`config.mk`:
```
export PLATFORM = sky130hd
export DESIGN_NAME = md4_message_digest_core
export DESIGN_NICKNAME = d
export VERILOG_FILES = /design/src/rtl/md4_pkg.sv /design/src/rtl/md4_round.sv /design/src/rtl/md4_message_digest_core.sv
export SDC_FILE = /design/constraint.sdc
export NUM_CORES = 2
export LEC_CHECK = 0
export BUFFER_PORTS_ARGS = -buffer_cell sky130_fd_sc_hd__clkbuf_2
export CAP_MARGIN = 20
export CORE_MARGIN = 5
export CORE_UTILIZATION = 30
export DETAILED_ROUTE_END_ITERATION = 16
export PLACE_DENSITY = 0.41
export SETUP_SLACK_MARGIN = 0.02
export SYNTH_ARGS = -nofsm -noshare
export SYNTH_HDL_FRONTEND = slang
export SYNTH_SLANG_ARGS = --single-unit
export TNS_END_PERCENT = 1
```
`constraint.sdc`:
```
create_clock -name clk -period 16.12 [get_ports clk]
set_input_delay 2.418 -clock clk [delete_from_list [all_inputs] [get_ports clk]]
set_output_delay 2.418 -clock clk [all_outputs]
set_load 0.01 [all_outputs]
```
`src/rtl/md4_pkg.sv`:
```
// Shared types, constants and step tables for the MD4 digest core.
package md4_pkg;

	typedef logic [31:0] word_t;
	typedef logic [3:0][31:0] regs_t;

	// Command codes carried on the slave tuser
	typedef enum logic [1:0] {
		CMD_BEGIN  = 2'd0,
		CMD_ABSORB = 2'd1,
		CMD_FINISH = 2'd2,
		CMD_NONE   = 2'd3
	} cmd_t;

	// Sequencer states
	typedef enum logic [2:0] {
		ST_IDLE,
		ST_LOAD,
		ST_ROUND,
		ST_FOLD,
		ST_PAD,
		ST_LEN,
		ST_EMIT,
		ST_ERR
	} state_t;

	// Where the sequencer goes once a block has been folded in
	typedef enum logic [1:0] {
		RET_IDLE,
		RET_LEN,
		RET_EMIT
	} cret_t;

	localparam word_t INIT_A = 32'h67452301;
	localparam word_t INIT_B = 32'hefcdab89;
	localparam word_t INIT_C = 32'h98badcfe;
	localparam word_t INIT_D = 32'h10325476;
	localparam word_t ROUND2_ADD = 32'o13240474631;
	localparam word_t ROUND3_ADD = 32'o15666365641;
	localparam logic [5:0] PAD_LIMIT = 6'd55;
	localparam logic [5:0] LAST_STEP = 6'd47;
	localparam logic [5:0] LAST_BYTE = 6'd63;

	// Message word used by a step: straight, transposed, then bit-reversed order
	function automatic logic [3:0] msg_index(input logic [5:0] step);
		logic [3:0] i;
		logic [3:0] r;
		i = step[3:0];
		case (step[5:4])
			2'd0:    r = i;
			2'd1:    r = {i[1:0], i[3:2]};
			2'd2:    r = {i[0], i[1], i[2], i[3]};
			default: r = i;
		endcase
		return r;
	endfunction

	// Left rotate amount of a step
	function automatic logic [4:0] rot_amount(input logic [5:0] step);
		logic [4:0] s;
		case ({step[5:4], step[1:0]})
			4'b0000: s = 5'd3;
			4'b0001: s = 5'd7;
			4'b0010: s = 5'd11;
			4'b0011: s = 5'd19;
			4'b0100: s = 5'd3;
			4'b0101: s = 5'd5;
			4'b0110: s = 5'd9;
			4'b0111: s = 5'd13;
			4'b1000: s = 5'd3;
			4'b1001: s = 5'd9;
			4'b1010: s = 5'd11;
			4'b1011: s = 5'd15;
			default: s = 5'd3;
		endcase
		return s;
	endfunction

endpackage

```
`src/rtl/md4_round.sv`:
```
// Shared MD4 step unit: one of the 48 compression steps per use.
module md4_round import md4_pkg::*; (
	input  regs_t       rr,
	input  logic [5:0]  step,
	input  word_t       x,
	output logic [1:0]  tgt,
	output word_t       result
);

	word_t a, b, c, d, fn, sum;
	logic [63:0] rot;
	logic [4:0] s;

	// Register roles rotate by one each step
	always_comb begin
		tgt = 2'(3'd4 - {1'b0, step[1:0]});
		a = rr[tgt];
		b = rr[2'(tgt + 2'd1)];
		c = rr[2'(tgt + 2'd2)];
		d = rr[2'(tgt + 2'd3)];
	end

	// Round function with its additive constant
	always_comb begin
		case (step[5:4])
			2'd0:    fn = (b & c) | (~b & d);
			2'd1:    fn = ((b & c) | (b & d) | (c & d)) + ROUND2_ADD;
			default: fn = (b ^ c ^ d) + ROUND3_ADD;
		endcase
	end

	// Sum then rotate left
	always_comb begin
		s = rot_amount(step);
		sum = a + fn + x;
		rot = {sum, sum} << s;
		result = rot[63:32];
	end

endmodule

```
`src/rtl/md4_message_digest_core.sv`:
```
// Top level of the byte-serial MD4 digest core: sequencer, block buffer and chaining words.
//
// Slave channel takes commands: tuser carries the command (begin, absorb, finish),
// tdata the message byte and its count of valid high bits. Master channel returns
// results: four digest words, word 0 first, tlast on the fourth, or one rejection
// transfer (tuser high, data zero, tlast high) for an absorb after finish or after
// a short byte.
// Begin and ordinary absorb transfers are taken without a stall. The absorb that fills
// a 64-byte block then holds tready low for one load, 48 steps through the single
// shared step unit and one fold into the chaining words.
// Finish takes a padding step, a length step and one block, or, where the padding
// spills into a second block, a padding step, a block, a length step and a second
// block, before the first digest word appears; finish after finish emits straight away.
// The step unit sets the rate: one step per cycle, 48 per block. Bytes are taken
// one per cycle, except while tready is held low for each block.
// One command is handled at a time; results wait, held stable, while the receiver
// keeps tready low, and no new command is taken until all have been transferred.
// Reset loads the standard chaining words and clears the counters and flags.
module md4_message_digest_core import md4_pkg::*; (
	input  logic        clk,
	input  logic        arst_n,
	input  logic        s_axis_tvalid,
	output logic        s_axis_tready,
	input  logic [15:0] s_axis_tdata,  // data_byte [7:0], bit_count [11:8], zero fill
	input  logic [1:0]  s_axis_tuser,  // cmd [1:0]
	output logic        m_axis_tvalid,
	input  logic        m_axis_tready,
	output logic [39:0] m_axis_tdata,  // digest_word [31:0], word_index [33:32], zero fill
	output logic        m_axis_tlast,
	output logic        m_axis_tuser   // status [0]
);

	state_t      state_q, state_d;
	cret_t       ret_q;
	regs_t       chain_q;
	regs_t       rr_q;
	word_t       blk_q [16];
	logic [5:0]  pos_q;
	logic [5:0]  step_q;
	logic [63:0] total_q;
	logic        fin_q;
	logic        short_q;
	logic        two_q;
	logic [1:0]  idx_q;

	logic        in_xfer;
	logic        out_xfer;
	cmd_t        cmd;
	logic [7:0]  data_byte;
	logic [3:0]  bit_count;
	logic [3:0]  nb;
	logic [7:0]  masked;
	logic [7:0]  cur_byte;
	logic [7:0]  pad_mask;
	logic [7:0]  pad_byte;
	logic [1:0]  tgt;
	word_t       step_res;

	assign in_xfer   = s_axis_tvalid & s_axis_tready;
	assign out_xfer  = m_axis_tvalid & m_axis_tready;
	assign cmd       = cmd_t'(s_axis_tuser);
	assign data_byte = s_axis_tdata[7:0];
	assign bit_count = s_axis_tdata[11:8];

	// Valid bit count clamped to a byte, invalid low bits cleared
	always_comb begin
		nb = (bit_count > 4'd8) ? 4'd8 : bit_count;
		masked = data_byte & 8'(16'hFF00 >> nb);
	end

	// Padding byte: a 1 right after the last message bit
	always_comb begin
		cur_byte = 8'(blk_q[pos_q[5:2]] >> {pos_q[1:0], 3'b000});
		pad_mask = 8'h80 >> total_q[2:0];
		pad_byte = short_q ? (cur_byte | pad_mask) : 8'h80;
	end

	md4_round u_round (
		.rr     (rr_q),
		.step   (step_q),
		.x      (blk_q[msg_index(step_q)]),
		.tgt    (tgt),
		.result (step_res)
	);

	// Next state
	always_comb begin
		state_d = state_q;
		case (state_q)
			ST_IDLE: begin
				if (in_xfer) begin
					case (cmd)
						CMD_ABSORB: begin
							if (fin_q || short_q)
								state_d = ST_ERR;
							else if (nb == 4'd8 && pos_q == LAST_BYTE)
								state_d = ST_LOAD;
						end
						CMD_FINISH: state_d = fin_q ? ST_EMIT : ST_PAD;
						default:    state_d = ST_IDLE;
					endcase
				end
			end
			ST_LOAD:  state_d = ST_ROUND;
			ST_ROUND: if (step_q == LAST_STEP) state_d = ST_FOLD;
			ST_FOLD: begin
				case (ret_q)
					RET_LEN:  state_d = ST_LEN;
					RET_EMIT: state_d = ST_EMIT;
					default:  state_d = ST_IDLE;
				endcase
			end
			ST_PAD:   state_d = (pos_q > PAD_LIMIT) ? ST_LOAD : ST_LEN;
			ST_LEN:   state_d = ST_LOAD;
			ST_EMIT:  if (m_axis_tready && idx_q == 2'd3) state_d = ST_IDLE;
			ST_ERR:   if (m_axis_tready) state_d = ST_IDLE;
			default:  state_d = ST_IDLE;
		endcase
	end

	// Handshake and result outputs
	always_comb begin
		s_axis_tready = 1'b0;
		m_axis_tvalid = 1'b0;
		m_axis_tdata  = '0;
		m_axis_tlast  = 1'b0;
		m_axis_tuser  = 1'b0;
		case (state_q)
			ST_IDLE: s_axis_tready = 1'b1;
			ST_EMIT: begin
				m_axis_tvalid = 1'b1;
				m_axis_tdata  = {6'd0, idx_q, chain_q[idx_q]};
				m_axis_tlast  = (idx_q == 2'd3);
			end
			ST_ERR: begin
				m_axis_tvalid = 1'b1;
				m_axis_tlast  = 1'b1;
				m_axis_tuser  = 1'b1;
			end
			default: s_axis_tready = 1'b0;
		endcase
	end

	// State register
	always_ff @(posedge clk or negedge arst_n) begin
		if (!arst_n)
			state_q <= ST_IDLE;
		else
			state_q <= state_d;
	end

	// Control registers: chaining words, counters, flags
	always_ff @(posedge clk or negedge arst_n) begin
		if (!arst_n) begin
			chain_q <= {INIT_D, INIT_C, INIT_B, INIT_A};
			pos_q   <= '0;
			total_q <= '0;
			fin_q   <= 1'b0;
			short_q <= 1'b0;
			two_q   <= 1'b0;
			ret_q   <= RET_IDLE;
			step_q  <= '0;
			idx_q   <= '0;
		end else begin
			case (state_q)
				ST_IDLE: begin
					idx_q <= '0;
					if (in_xfer && cmd == CMD_BEGIN) begin
						chain_q <= {INIT_D, INIT_C, INIT_B, INIT_A};
						pos_q   <= '0;
						total_q <= '0;
						fin_q   <= 1'b0;
						short_q <= 1'b0;
					end else if (in_xfer && cmd == CMD_ABSORB && !fin_q && !short_q &&
						nb != 4'd0) begin
						total_q <= total_q + 64'(nb);
						ret_q   <= RET_IDLE;
						if (nb != 4'd8)
							short_q <= 1'b1;
						else
							pos_q <= pos_q + 6'd1;
					end
				end
				ST_LOAD:  step_q <= '0;
				ST_ROUND: step_q <= step_q + 6'd1;
				ST_FOLD: begin
					for (int k = 0; k < 4; k++)
						chain_q[k] <= chain_q[k] + rr_q[k];
					if (ret_q == RET_EMIT) begin
						fin_q <= 1'b1;
						pos_q <= '0;
					end
				end
				ST_PAD: begin
					two_q <= (pos_q > PAD_LIMIT);
					ret_q <= (pos_q > PAD_LIMIT) ? RET_LEN : RET_EMIT;
				end
				ST_LEN:  ret_q <= RET_EMIT;
				ST_EMIT: if (out_xfer) idx_q <= idx_q + 2'd1;
				default: idx_q <= idx_q;
			endcase
		end
	end

	// Working registers of the compression
	always_ff @(posedge clk) begin
		if (state_q == ST_LOAD)
			rr_q <= chain_q;
		else if (state_q == ST_ROUND)
			rr_q[tgt] <= step_res;
	end

	// Block buffer: byte writes on absorb, padding and length on finish
	always_ff @(posedge clk) begin
		if (state_q == ST_IDLE && in_xfer && cmd == CMD_ABSORB && !fin_q && !short_q &&
			nb != 4'd0) begin
			for (int j = 0; j < 4; j++)
				if (pos_q[1:0] == 2'(j))
					blk_q[pos_q[5:2]][j*8 +: 8] <= masked;
		end else if (state_q == ST_PAD) begin
			for (int w = 0; w < 16; w++)
				for (int j = 0; j < 4; j++) begin
					if (6'(w*4 + j) == pos_q)
						blk_q[w][j*8 +: 8] <= pad_byte;
					else if (6'(w*4 + j) > pos_q)
						blk_q[w][j*8 +: 8] <= 8'd0;
				end
		end else if (state_q == ST_LEN) begin
			if (two_q)
				for (int w = 0; w < 14; w++)
					blk_q[w] <= '0;
			blk_q[14] <= total_q[31:0];
			blk_q[15] <= total_q[63:32];
		end
	end

`ifndef SYNTH
	// No command is taken while a result is on offer
	assert property (@(posedge clk) disable iff (!arst_n)
		s_axis_tready |-> !m_axis_tvalid)
		else $error("command accepted while a result is pending");

	// The step counter never runs past the last step
	assert property (@(posedge clk) disable iff (!arst_n)
		(state_q == ST_ROUND) |-> (step_q <= LAST_STEP))
		else $error("round step out of range");

	// A rejection is a single transfer closing the run
	assert property (@(posedge clk) disable iff (!arst_n)
		(m_axis_tvalid && m_axis_tuser) |-> (m_axis_tlast && m_axis_tdata == 40'd0))
		else $error("malformed rejection result");

	// After the final fold the digest is marked finished
	assert property (@(posedge clk) disable iff (!arst_n)
		(state_q == ST_FOLD && ret_q == RET_EMIT) |=> (fin_q && pos_q == 6'd0))
		else $error("finish did not set the finished flag");
`endif

endmodule
```
# Word level (Yosys, flattened, before mapping)
# Memories as Yosys holds them, arrays and structs flattened.
# Cells that the tools add are included.
# totals
regBits	342
ram_bits	512
mem_bits_ro	64
in_bits	22
output_inout_bits	44
memories	2
# memory_table
name	words	word_bits	read_ports	rd_ports_with_merged_regs	wr	line_no	rtl
blk_q	16	32	2	0	16	md4_message_digest_core.sv:37	word_t blk_q [16];
(name not given)	16	4	1	0	0	md4_pkg.sv:61	case ({step[5:4], step[1:0]})
# classes
add_sub_neg	16
n_lt_le_gt_ge	72
eq_ne	96
n_shift	4
n_mux	785
bitwise_logic	142
n_reduce_logical	38
# op_table
op	count
$mux W8	129
$mux W1	605
$mux W128	3
$bmux W32 S2	5
$pmux W128 S2	1
$mux W32	7
$add A32 B32 Y32	6
$eq A6 B6 Y1 const A	32
$gt A6 B6 Y1 const A	32
$and A32 B32 Y32	4
$bwmux W128	1
$mux W64	2
$or A1 B1 Y1	128
$eq A5 B6 Y1 const A	16
$gt A5 B6 Y1 const A	16
$or A32 B32 Y32	3
$add A32 B31 Y32 const B	2
$add A64 B4 Y64	1
$demux W32 S2	1
$pmux W32 S2	1
$shl A64 B5 Y64	1
$xor A32 B32 Y32	2
$eq A4 B6 Y1 const A	8
$gt A4 B6 Y1 const A	8
other kinds (58)	139

# Logic depth before layout (Yosys ltp)
# logic_depth
ltp_word	15
ltp_mapped	37

# Modules after synthesis
# A second synthesis with hierarchy kept.
# unflattened
cells_unflattened	6350
hier_area_um2	63390.8
# by_module_without_submodules
mod	n_inst	cells_per_inst	area_per_inst_um2	seq_area_each_um2
md4_message_digest_core	1	4810	52207.6	24253.3
md4_round	1	1540	11183.2	0.0

# Worst setup path after synthesis
# No wires, ideal clock.
# synth_path
path_kind	register to register
start	register step_q[0]
end	register rr_q[108] (netlist bit), data pin
setup_time_ns	0.256
arrival_ns	8.455
required_ns	15.864
setup_slack_ns	7.409
path_stages_with_launch	35
synth_period_minus_slack_ns	8.711
path_cell_list	dfrtp_1 -> buf_2 -> buf_1 -> buf_1 -> buf_1 -> mux2_2 -> nor2_1 -> a21oi_1 -> fa_1 -> ha_1 -> nand2_1 -> nand3b_1 -> a31oi_1 -> nand2b_1 -> and3_1 -> nor4_1 -> o31ai_1 -> and2_1 -> a21oi_1 -> xnor2_1 -> a221oi_1 -> fa_1 -> inv_1 -> ha_1 -> clkbuf_1 -> a21o_1 -> and2_1 -> o21ai_0 -> o211ai_2 -> o21ba_2 -> o41ai_2 -> xnor3_2 -> a311oi_2 -> mux2i_1 -> a31o_2
# synth_between
elab_chain_cells	15
# synth_rtl
item	line_no	rtl
start, declared	md4_message_digest_core.sv:39	logic [5:0] step_q;
start signal, assigned	md4_message_digest_core.sv:185	ST_ROUND: step_q <= step_q + 6'd1;
$sub A1 B2 Y2	md4_round.sv:16	tgt = 2'(3'd4 - {1'b0, step[1:0]});
$add A2 B1 Y2 (tied with other cells)	md4_round.sv:18	b = rr[2'(tgt + 2'd1)];
$bmux W32 S2, on equally long branches	md4_round.sv:18, md4_round.sv:20, md4_round.sv:19	
$mux W32, on equally long branches	md4_round.sv:18, md4_round.sv:20, md4_round.sv:19	
$and A32 B32 Y32, on equally long branches	md4_round.sv:26, md4_round.sv:27	
$or A32 B32 Y32 (2 in a row)	md4_round.sv:27	2'd1: fn = ((b & c) | (b & d) | (c & d)) + ROUND2_ADD;
$add A32 B31 Y32	md4_round.sv:27	
$pmux W32 S2	md4_round.sv:25	case (step[5:4])
$add A32 B32 Y32 (2 in a row)	md4_round.sv:35	sum = a + fn + x;
$shl A64 B5 Y64	md4_round.sv:36	rot = {sum, sum} << s;
$bwmux W128 *	md4_message_digest_core.sv:210	rr_q[tgt] <= step_res;
$mux W128 *	md4_message_digest_core.sv:209	else if (state_q == ST_ROUND)
$mux W128 *	md4_message_digest_core.sv:207	if (state_q == ST_LOAD)
end signal, assigned	md4_message_digest_core.sv:208	rr_q <= chain_q;
end signal, assigned by index	md4_message_digest_core.sv:210	
end, declared	md4_message_digest_core.sv:36	regs_t rr_q;
# Every way passes the cells marked *; elsewhere a longest branch is shown, timed or not. The select of a mux whose other input is x is not followed.
# A chain may end at the register's enable or synchronous reset.

# Final worst setup path
# layout_path
start	register step_q[0]
end	register rr_q[42] (netlist bit), data pin
# Same word-level chain as after synthesis.

==> results.md <==
- The flow ran to the end, and the final reports show no timing, DRC or antenna violations.
- Measured against its own limit, the worst slew margin works out to around a fifth.
- The flop-to-flop setup slack is 5390 ps.
- After synthesis, the cell types taking the most area are sky130_fd_sc_hd__edfxtp_1 (29%), sky130_fd_sc_hd__mux4_2 (15%), sky130_fd_sc_hd__dfrtp_1 (6.0%).
- The clock period minus final worst setup slack is 10730 ps.
- The core footprint is about 0.21 sq mm.
- The master cell of the clock root buffer is sky130_fd_sc_hd__clkbuf_16.
- The required time of the critical path is between 15000 and 20000 ps.
- The number of distinct library cell variants in the gate-level netlist after synthesis is 104.
- The number of flops mapped to enable cells by yosys is 600.
- The synthesized design spends more area on one cell type than any other, namely sky130_fd_sc_hd__edfxtp_1.
- The critical setup path kind is register to register.
- The via count is approximately 53000.
- The final net count is approximately 6000.
- The initial antenna violation count is 13.
- The routed design has approximately 280000 um of wire.
- The total clock buffers created by CTS is 106.
- The endpoint of the worst-slack reg-to-reg timing path is rr_q[42]$_DFFE_PP_.
- The family of cells with the greatest summed delay on the critical path is compound AO/OA/AOI/OAI gates.
- Summed over all nets, wire length on met2 after detailed routing comes to roughly 120000 um.
- The tightest min-delay check is of the register to register type.
- In the final routed layout, each cell accounts on average for about 33 um.
- In this run the cell area of the synthesized design comes to between 0.06 and 0.07 sq mm.
- The worst stage delay on the critical path is around 940 ps.
- The number of max-slew violations in the final report came to 0.
- The die is between 400 and 500 um tall.
- The number of rows created at floorplan is 167.
- Gates resized during post-CTS repair numbered 0.
- The sequential fraction of the synthesis area is 39.0%.
- The worst hold path terminates at pos_q[0]$_DFFE_PN0P_.
- The length of routed met3 wiring is about 25000 um.
- STA puts the critical path data arrival time at approximately 11000 ps.
- The area added between synthesis and finish is 11.5%.
- The final hold violation count was 0.
- The final setup violation count is 0.
- Clock-pin slew was measured on the worst setup and hold paths at 60 ps.
- The routability-driven placement congestion ratio is between 0.9 and 1.
- The first-pass GRT wire length is between 300000 and 400000 um.
- For this design, the CTS-stage hold fixing added 0 buffers.
- The register bit count reported by yosys is roughly 850.
- A synthesized cell averages approximately 11 sq um.
- The width of the die is 465 um.
- With fillers left out, the area of the finished cells amounts to between 0.06 and 0.07 sq mm.
- Counting flops with an async set or reset pin after synthesis yields a share of roughly a quarter.
- The critical path contains buffers and inverters numbering 4 combined.
- Final hold analysis gives a worst-case slack of approximately 510 ps.
- The number of max-capacitance violations reported is 0.
- STA classifies the critical path endpoint as a register.
- The initial core utilization is between 30% and 40%.
- 66 I/O pins were placed.
- The total overflow reported by the global router is 0.
- The count of yosys warnings during synthesis is 0.
- Based on the critical path, the design can be clocked at up to 93.2 MHz.
- The number of global-route vias before repair is just over 50000.
- Using the TritonRoute via totals, the vias-per-cell ratio works out to 6.27.
- Buffers placed on the I/O ports in this run total 55.
- The HPWL after detailed placement is slightly above 200000 um.
- The share of the clock period used by the worst path is between 60% and 70%.
- Ranked by instance count, the synthesized netlist is headed by sky130_fd_sc_hd__edfxtp_1 (600), sky130_fd_sc_hd__o22ai_1 (467), sky130_fd_sc_hd__nor2_1 (453).
- Clock tree synthesis found a total of around 850 sinks.
- The H-tree was split into 3 levels.
- The most numerous cell in the Yosys netlist is sky130_fd_sc_hd__edfxtp_1.
- The predominant post-synthesis flop cell is sky130_fd_sc_hd__edfxtp_1.
- The total negative setup slack is 0 ps.
- Setup repair after global routing left no endpoint under its margin.
- In this run the critical register-to-register path is launched from step_q[0]$_DFFE_PN0P_.
- The share of the synthesized area in the top cell type is slightly below 30%.
- After filler insertion, the fill cell instance count of the layout stands at 20900.
- Of all nets on the critical path, the largest fanout is around 40.
- The detail route stage leaves a number of antenna-violating nets equal to 0.
- The slowest cell on the critical path is sky130_fd_sc_hd__a311oi_4.
- For the final database, setup skew stands at 44.0 ps.
- Buffers added to address setup during post-CTS repair amount to 0.
- After detailed placement, the total cell area comes to around 0.066 sq mm.
- The sort of element at the start of the critical path is a register.
- Counting instances, the worst hold path has a depth of 1.
- At the pin with the least slew margin, the transition time is 1210 ps.
- The remaining design rule violation count is 0.
- Counting every instance in the synthesized netlist gives approximately 5800.
- In the global route stage, overall resource usage came out at about a quarter.
- The first routing iteration left ~6800 violations.
- The highest metal layer with signal wires is met5.
- For the worst flop-to-flop path, the logic depth is 29.
- The clock reaches the later pin of the worst-skew pair after between 700 and 800 ps.
- The met1 wire length is between 100000 and 150000 um.
- The worst hold path begins at pos_q[0]$_DFFE_PN0P_.
- The clock tree buffer depth is 3.
- The TritonCTS clock tree is done.
- The count of TritonRoute iterations in the first routing pass is 6.
- The floorplan step defined a die boundary enclosing 0.217 sq mm.
- The fraction of final layout cells sized beyond drive strength 1 is 18.4%.
- Entering global routing, the biggest net connects 86 pins.
[cells by family after synthesis]
logic type               count (synthesis)  share of synthesized area, %
AO/OA/AOI/OAI                         1862                          19.2
AND/OR/NAND/NOR                       1437                          10.7
flip-flops                             854                          39.0
buffers and inverters                  617                          3.92
multiplexers                           598                          18.2
adder cells (fa/ha/maj)                249                          5.84
XOR/XNOR                               221                          3.13
other                                    1                       0.00603
[worst reg2reg max path, delay by kind of cell, from the launching register on]
kind | cells | cell delay [ps]
AO/OA/AOI/OAI | 13 | 4310
XOR/XNOR | 2 | 790
adder cells (fa/ha/maj) | 4 | 1690
buffers and inverters | 4 | 1230
flip-flops | 1 | 780
multiplexers | 1 | 430
AND/OR/NAND/NOR | 5 | 1240
[cells in the final DEF (no fill, tap or decap), types with 38 or more instances in the layout]
cell / n
sky130_fd_sc_hd__edfxtp_1: 600
sky130_fd_sc_hd__o22ai_1: 464
sky130_fd_sc_hd__nor2_1: 446
sky130_fd_sc_hd__mux4_2: 420
sky130_fd_sc_hd__a21oi_1: 392
sky130_fd_sc_hd__nand2_1: 373
sky130_fd_sc_hd__o21ai_0: 330
sky130_fd_sc_hd__ha_1: 179
sky130_fd_sc_hd__nand3_1: 175
sky130_fd_sc_hd__inv_1: 172
sky130_fd_sc_hd__buf_4: 158
sky130_fd_sc_hd__dfrtp_1: 142
sky130_fd_sc_hd__xnor2_1: 116
sky130_fd_sc_hd__mux2i_1: 115
sky130_fd_sc_hd__clkbuf_16: 110
sky130_fd_sc_hd__xor2_1: 104
sky130_fd_sc_hd__a21o_1: 92
sky130_fd_sc_hd__a211oi_1: 87
sky130_fd_sc_hd__and3_1: 69
sky130_fd_sc_hd__fa_1: 69
sky130_fd_sc_hd__nor3_1: 65
sky130_fd_sc_hd__dfstp_2: 64
sky130_fd_sc_hd__mux2_2: 63
sky130_fd_sc_hd__and2_1: 56
sky130_fd_sc_hd__clkbuf_2: 54
sky130_fd_sc_hd__a22o_1: 48
sky130_fd_sc_hd__nand2b_1: 45
sky130_fd_sc_hd__a31o_2: 41
sky130_fd_sc_hd__o211ai_1: 40
sky130_fd_sc_hd__dfxtp_1: 40
sky130_fd_sc_hd__o221ai_1: 39
sky130_fd_sc_hd__nor2b_1: 38
sky130_fd_sc_hd__o21bai_1: 38
[registers in the layout (all words and copies together), names as in the netlist]
signal   cells
blk_q      512
chain_q    128
rr_q       128
total_q     64
pos_q        6
step_q       6
state_q      3
idx_q        2
ret_q        2
fin_q        1
short_q      1
two_q        1
[stage by stage]
stage               util, %  setup slack [ps]  instances
floorplan                 -              7410       5844
global placement       31.7              5560       8310
detailed placement     31.7              5500       8315
CTS                    33.5              5470       8515
global route           33.5              4870       8524
finish                 33.5              5390       8531
[how the worst max path moves through the flow]
stage,cells past startpoint,slack [ps],startpoint,endpoint
finish,29,5390,step_q[0]$_DFFE_PN0P_,rr_q[42]$_DFFE_PP_
global route,29,4870,step_q[0]$_DFFE_PN0P_,rr_q[74]$_DFFE_PP_
CTS,29,5470,step_q[0]$_DFFE_PN0P_,rr_q[42]$_DFFE_PP_
detailed placement,29,5500,step_q[0]$_DFFE_PN0P_,rr_q[90]$_DFFE_PP_
global placement,29,5560,step_q[0]$_DFFE_PN0P_,rr_q[42]$_DFFE_PP_
floorplan,34,7410,step_q[0]$_DFFE_PN0P_,rr_q[108]$_DFFE_PP_
[layout make-up]
type                       instances  area (sq um)  share of cell area [%]
antenna                            7          17.5                  0.0253
clock buffer                     161          3110                    4.49
clock inverter                    39           485                   0.700
inverter                         172           646                   0.931
multi-input combinational       4373         35800                    51.7
sequential                       854         24300                    35.0
tap                             2704          3380                    4.88
timing repair buffer             221          1600                    2.31
[routing by layer]
| layer | GRT usage [%] | up-vias |
|---|---|---|
| met4 | 9.61 | 8 |
| met2 | 37.0 | 2770 |
| met3 | 5.50 | 506 |
| met5 | 0 | - |
| li1 | - | 22600 |
| met1 | 36.6 | 27500 |
Power is left out: the tool's default activity adds up to more than one toggle a clock period on the data nets, which glitch-free logic cannot reach.
